<file path="src/design/llc_pkg.sv">
// Shared constants, codes and saturation helper for the lead-lag compensator.
`timescale 1ns / 1ps
`default_nettype none

package llc_pkg;

  localparam int DATA_W    = 32;
  localparam int LIM_W     = 31;
  localparam int STATUS_W  = 2;
  localparam int CFG_IDX_W = 3;
  localparam int FRAC_W    = 16;
  localparam int WIDE_W    = 50;

  // Configuration register indexes.
  localparam logic [CFG_IDX_W-1:0] REG_POLE_RATIO    = 3'd0;
  localparam logic [CFG_IDX_W-1:0] REG_GAIN          = 3'd1;
  localparam logic [CFG_IDX_W-1:0] REG_TIME_CONSTANT = 3'd2;
  localparam logic [CFG_IDX_W-1:0] REG_SAMPLE_PERIOD = 3'd3;
  localparam logic [CFG_IDX_W-1:0] REG_INNER_LIMIT   = 3'd4;

  // Request opcodes.
  localparam logic OP_STEP  = 1'b0;
  localparam logic OP_CLEAR = 1'b1;

  // Clamp status codes.
  localparam logic [STATUS_W-1:0] CLAMP_NONE = 2'd0;
  localparam logic [STATUS_W-1:0] CLAMP_HIGH = 2'd1;
  localparam logic [STATUS_W-1:0] CLAMP_LOW  = 2'd2;

  localparam logic signed [WIDE_W-1:0] S32_MAX_W = 50'sd2147483647;
  localparam logic signed [WIDE_W-1:0] S32_MIN_W = -50'sd2147483648;

  // Saturates a wide signed value to the signed 32 bit range.
  function automatic logic [DATA_W-1:0] sat32(input logic signed [WIDE_W-1:0] x);
    logic [DATA_W-1:0] res;
    if (x > S32_MAX_W) begin
      res = 32'h7FFF_FFFF;
    end else if (x < S32_MIN_W) begin
      res = 32'h8000_0000;
    end else begin
      res = x[DATA_W-1:0];
    end
    return res;
  endfunction

endpackage

`default_nettype wire

</file>
<file path="src/design/lead_lag_compensator.sv">
// Lead-lag compensator with a bit-serial multiplier and a bit-serial divider.
//
//   Channel  Ports                                          Moves
//   in       in_valid/in_ready, in_opcode, in_error_in       step or clear request
//   out      out_valid/out_ready, out_control_out,           one result per request
//            out_clamp_status, out_passthrough
//   cfg      cfg_we, cfg_index, cfg_data                     register write, no wait
//
// A step request passes six 32x32 products through one shift-and-add multiplier at one
// bit a cycle and a 64 step restoring divider. A passthrough request ends after the first
// three products, and a clear request goes straight to the output stage.
// One request is in work at a time; in_ready is high only between requests.
// A result waits in the output register while the next request is accepted; the sequencer
// stalls in ST_OUT until that register is free. Reset is synchronous.
`timescale 1ns / 1ps
`default_nettype none

module lead_lag_compensator
  import llc_pkg::*;
(
  input  wire                        clk,
  input  wire                        rst_n,
  input  wire                        in_valid,
  output logic                       in_ready,
  input  wire                        in_opcode,
  input  wire  signed [DATA_W-1:0]   in_error_in,
  output logic                       out_valid,
  input  wire                        out_ready,
  output logic signed [DATA_W-1:0]   out_control_out,
  output logic        [STATUS_W-1:0] out_clamp_status,
  output logic                       out_passthrough,
  input  wire                        cfg_we,
  input  wire         [CFG_IDX_W-1:0] cfg_index,
  input  wire         [DATA_W-1:0]   cfg_data
);

  localparam int MUL_STEPS = DATA_W;
  localparam int DIV_STEPS = 2 * DATA_W;
  localparam int CNT_W     = $clog2(DIV_STEPS);
  localparam int PROD_W    = 2 * DATA_W;
  localparam int RND_W     = PROD_W - FRAC_W;

  typedef enum logic [3:0] {
    ST_IDLE, ST_MUL, ST_MDONE, ST_KD1, ST_KD0, ST_KN, ST_ABS, ST_DIV, ST_CLAMP,
    ST_SUM, ST_OUT
  } state_t;

  typedef enum logic [2:0] {
    MUL_AT, MUL_BT, MUL_TB, MUL_PK, MUL_N0, MUL_N1
  } mul_id_t;

  // Configuration registers.
  logic signed [DATA_W-1:0] pole_ratio_r;
  logic signed [DATA_W-1:0] gain_r;
  logic signed [DATA_W-1:0] time_constant_r;
  logic signed [DATA_W-1:0] sample_period_r;
  logic        [LIM_W-1:0]  inner_limit_r;

  // Loop state.
  logic signed [DATA_W-1:0]   prior_inner_r;
  logic        [STATUS_W-1:0] last_clamp_r;

  // Sequencer and datapath registers.
  state_t                   state_r;
  mul_id_t                  mul_id_r;
  logic [CNT_W-1:0]         cnt_r;
  logic signed [DATA_W-1:0] err_r;
  logic signed [DATA_W-1:0] mul_a_r;
  logic [DATA_W-1:0]        mul_b_r;
  logic [DATA_W:0]          hi_r;
  logic [DATA_W-1:0]        lo_r;
  logic signed [RND_W-1:0]  a1_r;
  logic signed [RND_W-1:0]  b1_r;
  logic signed [RND_W-1:0]  bts_r;
  logic [LIM_W-1:0]         kd1_r;
  logic signed [DATA_W-1:0] kd0_r;
  logic signed [DATA_W-1:0] kn0_r;
  logic signed [DATA_W-1:0] kn1_r;
  logic [PROD_W-1:0]        num_r;
  logic                     neg_r;
  logic [PROD_W-1:0]        div_q_r;
  logic [LIM_W-1:0]         rem_r;
  logic [PROD_W-1:0]        acc_r;
  logic [PROD_W:0]          sum_r;
  logic signed [DATA_W-1:0] inner_r;
  logic [STATUS_W-1:0]      status_r;
  logic [DATA_W-1:0]        res_y_r;
  logic                     pass_r;
  logic                     upd_r;

  // Combinational datapath.
  logic                      mul_last;
  logic [DATA_W:0]           mul_add;
  logic [DATA_W:0]           mul_sum;
  logic [PROD_W-1:0]         prod;
  logic [RND_W-1:0]          prod_rnd;
  logic signed [WIDE_W-1:0]  kd1_w;
  logic signed [WIDE_W-1:0]  kd0_w;
  logic signed [WIDE_W-1:0]  kn0_w;
  logic signed [WIDE_W-1:0]  kn1_w;
  logic                      coef_ok;
  logic [PROD_W-1:0]         err_shift;
  logic [DATA_W-1:0]         div_shift;
  logic [DATA_W:0]           div_trial;
  logic                      div_qbit;
  logic                      over;
  logic [DATA_W-1:0]         inner_mag;
  logic signed [WIDE_W-1:0]  y_rnd;
  logic                      out_free;

  assign in_ready = (state_r == ST_IDLE);
  assign out_free = !out_valid || out_ready;

  always_comb begin
    // Signed shift-and-add: the multiplier's sign bit carries negative weight.
    mul_last  = (cnt_r == CNT_W'(MUL_STEPS - 1));
    mul_add   = mul_b_r[0] ? {mul_a_r[DATA_W-1], mul_a_r} : '0;
    mul_sum   = mul_last ? (hi_r - mul_add) : (hi_r + mul_add);
    prod      = {hi_r[DATA_W-1:0], lo_r};
    prod_rnd  = prod[PROD_W-1:FRAC_W] + RND_W'(prod[FRAC_W-1]);

    kd1_w     = WIDE_W'(sample_period_r) + (WIDE_W'(a1_r) <<< 1);
    kd0_w     = WIDE_W'(sample_period_r) - (WIDE_W'(a1_r) <<< 1);
    kn0_w     = WIDE_W'(bts_r) - (WIDE_W'(b1_r) <<< 1);
    kn1_w     = WIDE_W'(bts_r) + (WIDE_W'(b1_r) <<< 1);
    coef_ok   = (sample_period_r > 32'sd0) && (kd1_w > 50'sd0);

    err_shift = {{FRAC_W{err_r[DATA_W-1]}}, err_r, {FRAC_W{1'b0}}};

    // Restoring division of the magnitude, one quotient bit per cycle.
    div_shift = {rem_r, div_q_r[PROD_W-1]};
    div_trial = {1'b0, div_shift} - {2'b00, kd1_r};
    div_qbit  = !div_trial[DATA_W];

    // The quotient magnitude exceeds the limit in either direction alike.
    over      = (|div_q_r[PROD_W-1:LIM_W]) || (div_q_r[LIM_W-1:0] > inner_limit_r);
    inner_mag = over ? {1'b0, inner_limit_r} : {1'b0, div_q_r[LIM_W-1:0]};

    y_rnd     = {sum_r[PROD_W], sum_r[PROD_W:FRAC_W]} + WIDE_W'(sum_r[FRAC_W-1]);
  end

  always_ff @(posedge clk) begin
    if (!rst_n) begin
      pole_ratio_r    <= '0;
      gain_r          <= '0;
      time_constant_r <= '0;
      sample_period_r <= '0;
      inner_limit_r   <= '0;
    end else if (cfg_we) begin
      unique case (cfg_index)
        REG_POLE_RATIO:    pole_ratio_r    <= cfg_data;
        REG_GAIN:          gain_r          <= cfg_data;
        REG_TIME_CONSTANT: time_constant_r <= cfg_data;
        REG_SAMPLE_PERIOD: sample_period_r <= cfg_data;
        REG_INNER_LIMIT:   inner_limit_r   <= cfg_data[LIM_W-1:0];
        default: ;
      endcase
    end
  end

  always_ff @(posedge clk) begin
    if (!rst_n) begin
      state_r          <= ST_IDLE;
      mul_id_r         <= MUL_AT;
      cnt_r            <= '0;
      prior_inner_r    <= '0;
      last_clamp_r     <= CLAMP_NONE;
      out_valid        <= 1'b0;
      out_control_out  <= '0;
      out_clamp_status <= CLAMP_NONE;
      out_passthrough  <= 1'b0;
    end else begin
      // In ST_OUT the output register is reloaded below instead.
      if (out_valid && out_ready && (state_r != ST_OUT)) begin
        out_valid <= 1'b0;
      end
      unique case (state_r)
        ST_IDLE: begin
          if (in_valid) begin
            if (in_opcode == OP_CLEAR) begin
              res_y_r  <= '0;
              status_r <= CLAMP_NONE;
              pass_r   <= 1'b0;
              inner_r  <= '0;
              upd_r    <= 1'b1;
              state_r  <= ST_OUT;
            end else begin
              err_r    <= in_error_in;
              mul_a_r  <= pole_ratio_r;
              mul_b_r  <= time_constant_r;
              hi_r     <= '0;
              cnt_r    <= '0;
              mul_id_r <= MUL_AT;
              state_r  <= ST_MUL;
            end
          end
        end
        ST_MUL: begin
          hi_r    <= {mul_sum[DATA_W], mul_sum[DATA_W:1]};
          lo_r    <= {mul_sum[0], lo_r[DATA_W-1:1]};
          mul_b_r <= {1'b0, mul_b_r[DATA_W-1:1]};
          cnt_r   <= cnt_r + 1'b1;
          if (mul_last) begin
            state_r <= ST_MDONE;
          end
        end
        ST_MDONE: begin
          hi_r  <= '0;
          cnt_r <= '0;
          unique case (mul_id_r)
            MUL_AT: begin
              a1_r     <= prod_rnd;
              mul_a_r  <= gain_r;
              mul_b_r  <= time_constant_r;
              mul_id_r <= MUL_BT;
              state_r  <= ST_MUL;
            end
            MUL_BT: begin
              b1_r     <= prod_rnd;
              mul_a_r  <= sample_period_r;
              mul_b_r  <= gain_r;
              mul_id_r <= MUL_TB;
              state_r  <= ST_MUL;
            end
            MUL_TB: begin
              bts_r   <= prod_rnd;
              state_r <= ST_KD1;
            end
            MUL_PK: begin
              num_r   <= err_shift - prod;
              state_r <= ST_ABS;
            end
            MUL_N0: begin
              acc_r    <= prod;
              mul_a_r  <= kn1_r;
              mul_b_r  <= inner_r;
              mul_id_r <= MUL_N1;
              state_r  <= ST_MUL;
            end
            default: begin
              sum_r   <= {acc_r[PROD_W-1], acc_r} + {prod[PROD_W-1], prod};
              state_r <= ST_SUM;
            end
          endcase
        end
        ST_KD1: begin
          if (coef_ok) begin
            kd1_r   <= LIM_W'(sat32(kd1_w));
            state_r <= ST_KD0;
          end else begin
            // Invalid coefficients: hand the error back and leave the state alone.
            res_y_r  <= err_r;
            status_r <= last_clamp_r;
            pass_r   <= 1'b1;
            upd_r    <= 1'b0;
            state_r  <= ST_OUT;
          end
        end
        ST_KD0: begin
          kd0_r   <= sat32(kd0_w);
          state_r <= ST_KN;
        end
        ST_KN: begin
          kn0_r    <= sat32(kn0_w);
          kn1_r    <= sat32(kn1_w);
          mul_a_r  <= kd0_r;
          mul_b_r  <= prior_inner_r;
          hi_r     <= '0;
          cnt_r    <= '0;
          mul_id_r <= MUL_PK;
          state_r  <= ST_MUL;
        end
        ST_ABS: begin
          neg_r   <= num_r[PROD_W-1];
          div_q_r <= num_r[PROD_W-1] ? (PROD_W'(0) - num_r) : num_r;
          rem_r   <= '0;
          cnt_r   <= '0;
          state_r <= ST_DIV;
        end
        ST_DIV: begin
          rem_r   <= div_qbit ? div_trial[LIM_W-1:0] : div_shift[LIM_W-1:0];
          div_q_r <= {div_q_r[PROD_W-2:0], div_qbit};
          cnt_r   <= cnt_r + 1'b1;
          if (cnt_r == CNT_W'(DIV_STEPS - 1)) begin
            state_r <= ST_CLAMP;
          end
        end
        ST_CLAMP: begin
          inner_r  <= neg_r ? (DATA_W'(0) - inner_mag) : inner_mag;
          if (!over) begin
            status_r <= CLAMP_NONE;
          end else if (neg_r) begin
            status_r <= CLAMP_LOW;
          end else begin
            status_r <= CLAMP_HIGH;
          end
          pass_r   <= 1'b0;
          upd_r    <= 1'b1;
          mul_a_r  <= kn0_r;
          mul_b_r  <= prior_inner_r;
          hi_r     <= '0;
          cnt_r    <= '0;
          mul_id_r <= MUL_N0;
          state_r  <= ST_MUL;
        end
        ST_SUM: begin
          res_y_r <= sat32(y_rnd);
          state_r <= ST_OUT;
        end
        ST_OUT: begin
          if (out_free) begin
            out_valid        <= 1'b1;
            out_control_out  <= res_y_r;
            out_clamp_status <= status_r;
            out_passthrough  <= pass_r;
            if (upd_r) begin
              prior_inner_r <= inner_r;
              last_clamp_r  <= status_r;
            end
            state_r <= ST_IDLE;
          end
        end
        default: begin
          state_r <= ST_IDLE;
        end
      endcase
    end
  end

endmodule

`default_nettype wire
</file>
<file path="config.mk">
export PLATFORM = sky130hd
export DESIGN_NAME = lead_lag_compensator
export DESIGN_NICKNAME = d
export VERILOG_FILES = /design/src/design/llc_pkg.sv /design/src/design/lead_lag_compensator.sv
export SDC_FILE = /design/constraint.sdc
export NUM_CORES = 2
export LEC_CHECK = 0
export BUFFER_PORTS_ARGS = -buffer_cell sky130_fd_sc_hd__buf_2
export CELL_PAD_IN_SITES_DETAIL_PLACEMENT = 1
export CELL_PAD_IN_SITES_GLOBAL_PLACEMENT = 2
export CORE_MARGIN = 2
export CORE_UTILIZATION = 25
export CTS_BUF_LIST = sky130_fd_sc_hd__clkbuf_8
export DETAILED_ROUTE_END_ITERATION = 10
export GPL_TIMING_DRIVEN = 0
export PLACE_DENSITY_LB_ADDON = 0.1
export SYNTH_ARGS = -nofsm -noshare
export SYNTH_HDL_FRONTEND = slang
export SYNTH_SLANG_ARGS = --single-unit
</file>
<file path="constraint.sdc">
create_clock -name clk -period 18.2 [get_ports clk]
set_clock_uncertainty 0.2 [all_clocks]
set_input_delay 3.64 -clock clk [delete_from_list [all_inputs] [get_ports clk]]
set_output_delay 3.64 -clock clk [all_outputs]
set_load 0.03 [all_outputs]
</file>
---- Word level (Yosys, flattened, before mapping) ----
Index checks and enable logic that the tools add are counted.
Widths: inputs -> output; s select.
storage, ports and cells
  bits in registers ....................... 1031
  input port bits ......................... 73
  logic and storage cells ................. 211
operators by class
  $add $sub $neg .......................... 14
  order comparisons ....................... 13
  eq/ne operators ......................... 29
  multiplexer cells ....................... 62
  bitwise logic cells ..................... 2
  reduce and logical (&&, ||, !) cells .... 54
operator list
  kind                   number
  $mux 32                13
  $pmux 32 s3            3
  $pmux 32 s4            2
  $gt 50x32->1 const B   5
  $lt 50x32->1 const B   5
  $mux 33                4
  $pmux 64 s2            1
  $pmux 33 s3            1
  $mux 31                3
  $add 64x64->65         1
  $mux 64                1
  $pmux 32 s2            1
  $sub 1x64->64 const A  1
  $sub 64x64->64         1
  $pmux 31 s2            1
  $add 32x49->50         1
  $add 48x49->50         1
  $add 49x2->50          1
  $gt 50x1->1 const B    1
  $sub 32x49->50         1
  $sub 48x49->50         1
  $add 48x1->48          1
  $pmux 4 s10            1
  $add 33x33->33         1
  other kinds (47)       122

---- Logic depth before layout (Yosys ltp) ----
  depth after elaboration ................. 6
  gate-level depth with buffers ........... 22
  gate-level depth less buffers ........... 21

---- Least setup slack after synthesis ----
No wires, ideal clock.
  kind .................................... in2reg
  start ................................... input port rst_n
  end ..................................... register div_q_r[0], enable pin
  data arrival time ....................... 10.701 ns
  path slack .............................. 6.634 ns
  cell stages on the path ................. 4
  path buffers ............................ 2
  cells stage by stage .................... clkbuf_1 > inv_2 > clkbuf_1 > nor3_1
on the way
  cells in the longest elaborated chain, start to end .. 1
RTL lines
  what                        line                         source
  start: declaration          lead_lag_compensator.sv:22   input wire rst_n,
  $reduce_and 2->1 (no line)  --
  end signal: assignment      lead_lag_compensator.sv:275  div_q_r <= num_r[PROD_W-1] ? (PROD_W'(0) - num_r) : num_r;
  end signal: assignment      lead_lag_compensator.sv:282  div_q_r <= {div_q_r[PROD_W-2:0], div_qbit};
  end: declaration            lead_lag_compensator.sv:81   logic [PROD_W-1:0] div_q_r;
No other way between the ends.
A chain may end at the register's enable or synchronous reset.

---- Worst setup path after layout ----
  start ................................... register a1_r[15]
  end ..................................... register res_y_r[27], enable pin
on the way
  cells in the longest elaborated chain, start to end .. 5
RTL lines
  what                        line                         source
  start: declaration          lead_lag_compensator.sv:72   logic signed [RND_W-1:0] a1_r;
  start signal: assignment    lead_lag_compensator.sv:212  a1_r <= prod_rnd;
  $add 32x49->50              lead_lag_compensator.sv:122  kd1_w = WIDE_W'(sample_period_r) + (WIDE_W'(a1_r) <<< 1);
  $gt 50x1->1                 lead_lag_compensator.sv:126  coef_ok = (sample_period_r > 32'sd0) && (kd1_w > 50'sd0);
  $logic_and 1x1->1           lead_lag_compensator.sv:126
  $ne 2x2->1 (no line)        --
  $reduce_and 5->1 (no line)  --
  end signal: assignment      lead_lag_compensator.sv:252  res_y_r <= err_r;
  end signal: assignment      lead_lag_compensator.sv:307  res_y_r <= sat32(y_rnd);
  end: declaration            lead_lag_compensator.sv:87   logic [DATA_W-1:0] res_y_r;
No other way between the ends.

==> results.toml <==
[run_status]
outcome = "complete, no violations"

[worst_setup_path]
arrival_ns = 7.96
critPathLaunchType = "flop"
worst-setup-path-type = "reg2reg"
end_kind = "flop"
crit_path_max_fanout = 10
ff2ff_setup_slack_ns = 10.70
cp_data_required_time_ns = 18.65

[power]
p_sw_mw = 2.86
powerDensity_nw_per_um2 = 105
peakVddDrop_mv = 0.0679
p_seq_share_pct = 39.1
switching_share_pct = 37.1
clockPowerShare_pct = 31.5
p_int_mw = 4.83
p_leak_nw = 26.5
comb_power_share_pct = 29.4

[global_route]
grt_usage_pct = 21.0
top_usage_layer = "met2"
grt_overflow = 0
grt.met2_usage_pct = 33.3
antenna_found_initial = 21
grt_use_met3_pct = 2.13
grt_pass1_wl_um = 400000
grt_max_degree = 49
use_met1_pct = 30.7
grt_pass1_vias = 55900

[clock_network]
postCtsSetupBuffers = 0
clk_pin_slew_ns = 0.07
numCtsBuffers = 200
clk_latency_ns = 0.99
hold_buffers = 0
clk_path_buf_depth = 3
cts_root_buffer = "clkbuf_8"
cts_tree = "done"
cts_sinks = 1015
post_cts_resized = 0
cts_htree_levels = 4

[min_path]
min_path_type = "reg2reg"

[cells_and_area]
seq_area_um2 = 28100
nets = 7689
fillers = 29000
fin_util_pct = 29.0
multiInputGateArea_um2 = 32900
area_delta_synth_final_pct = 15.2
drive_above_1_share_pct = 7.87
design_area_um2 = 73000

[timing]
final_max_slew_viol_count = 0
worst_pin_slew_ns = 1.38
tns_ns = 0
fmax_mhz = 133
layout_min_cycle_time_ns = 7.50
setup_viol = 0
maxSlewHeadroom_pct = 7.59
hold_viol = 0
post-route-period-util_pct = 41.2
rsz0062_at_grt = "false"

[floorplanning]
start_util_pct = 25.2
ios = 110
coreArea_um2 = 252000
rows = 184
dieArea_um2 = 258000
die_y_um = 508
die_width_um = 508

[routing]
drt_iter0_drc = 3642
drtPass1Iterations = 9
drc_errors = 0
vias = 54100
post_drt_wl_per_cell_um = 25.7
ant_nets = 0
wl_um = 276000
avgViaCountPerCell = 5.04

[synthesis]
synth.most_common_cell = "nand2_1"
yosysTopAreaCellShare_pct = 36.6
synth_nets = 7326
synth.area.top_cells = "edfxtp_1 37%, ha_1 8.0%, dfxtp_1 7.6%"
synth_area_um2 = 63400
ys_warn_count = 0
seq_area_frac_synth_pct = 44.3
yosys_register_bits = 1015
synth_cells = 6842
avgSynthCellArea_um2 = 9.26
synthArstFlopShare_pct = 0
synth-edff-count = 773
synth_common_cells = "937 x nand2_1, 773 x edfxtp_1, 640 x a21oi_1"
synthFlopType = "edfxtp_1"
synthDistinctLibCells = 103
synth_largest_area_cell = "edfxtp_1"

[place]
routabilityCongestion = 0.861
place_area_um2 = 68900
dp_hpwl_um = 223000
portBuffers = 108

[flow_run]
drv_cap = 0
## logic make-up (layout without fill, tap and decap cells)
group                      after synthesis  count (layout)  share of synthesized area, %
other                                    0              11                             0
xor gates and xnor gates               492             492                          6.80
muxes                                   49              49                         0.788
and+or+nand+nor                       2325            2325                          17.0
adders and majority gates              411             411                          8.18
AOI/OAI and AO/OA                     1884            1884                          19.0
buffers and inverters                  666            1197                          4.01
DFF                                   1015            1015                          44.3
## critical path, cell delays in order (launching register included)
cell and delay, ns:
edfxtp_1 0.56, inv_1 0.09, ha_1 0.32, clkbuf_1 0.52
inv_1 0.34, a21o_1 0.27, and3_1 0.19, a211oi_1 0.57
a311oi_1 0.30, or2_2 0.38, xnor2_1 0.31, nand4_1 0.15
nor4_1 0.49, and4_1 0.71, or3_1 0.54, nor4b_2 0.58
buf_6 0.25, buf_4 0.20, buf_4 0.19
## flip-flops by register name (all words and copies together), names as in the netlist, 48 cells and up
name     cells
acc_r       64
div_q_r     64
num_r       64
sum_r       50
a1_r        48
b1_r        48
bts_r       48
## layout by cell type, fill, tap and decap left out, drive strengths merged, types with 50 or more instances in the layout
cell | synthesis | routed
nand2 | 937 | 937
edfxtp | 773 | 773
a21oi | 642 | 642
nor2 | 537 | 537
clkbuf | 260 | 477
inv | 354 | 413
ha | 405 | 405
o21ai | 386 | 386
xnor2 | 340 | 340
dfxtp | 242 | 242
buf | 45 | 206
nand3 | 163 | 163
a21o | 156 | 156
xor2 | 152 | 152
nor3 | 119 | 119
clkinv | 7 | 85
nor4 | 83 | 83
nor2b | 78 | 78
nand4 | 75 | 75
o31ai | 67 | 67
o211ai | 66 | 66
o21bai | 62 | 62
nand2b | 59 | 59
a31oi | 56 | 56
a211oi | 56 | 56
o21a | 55 | 55
and3 | 52 | 52
a222oi | 50 | 50
## power groups by stage
stage                     registers, mW  logic [mW]  clock network [mW]
after floorplan                    2.95        1.44                   0
after global placement             3.07        2.23                   0
after detailed placement           3.05        2.26                   0
after CTS                          3.01        2.28                2.51
after global routing               3.03        2.50                2.61
final                              3.01        2.26                2.42
## path summary, 6_finish.rpt
path | from | endpoint | cells after the start
min reg2reg | out_control_out[2] | out_control_out[2] | 2
max | a1_r[15] | res_y_r[27] | 18
min | out_control_out[2] | out_control_out[2] | 2
max reg2reg | a1_r[15] | res_y_r[27] | 18
## area by class of cell
class                   count  share of cell area (%)
multi-input cells        5161                    45.1
flip-flops and latches   1015                    38.4
well taps                3348                    5.74
clock buffers             217                    4.09
inverters                 361                    1.86
repair buffers            161                    1.65
plain buffers             305                    1.63
clock inverters           153                    1.53
diodes                     11                  0.0377
## layer usage
layer	share of wire (%)	wire [µm]	vias to the layer above
li1	-	-	25700
met1	50	138000	27200
met2	45	123000	979
met3	3.2	8930	265
met4	1.9	5350	0
met5	0	0	-
## per-stage QoR
step           hold slack, ns  std cells  power [mW]  setup WS, ns
3_5_place_dp            0.246      10400        5.31         10.52
4_1_cts                 0.258      10700        7.80         10.48
3_3_place_gp            0.241      10300        5.30         0.519
5_1_grt                 0.276      10700        8.13         10.30
2_1_floorplan           0.224       6842        4.39          6.63
6_report                0.254      10700        7.69         10.70
(Power assumes the default switching activity.)
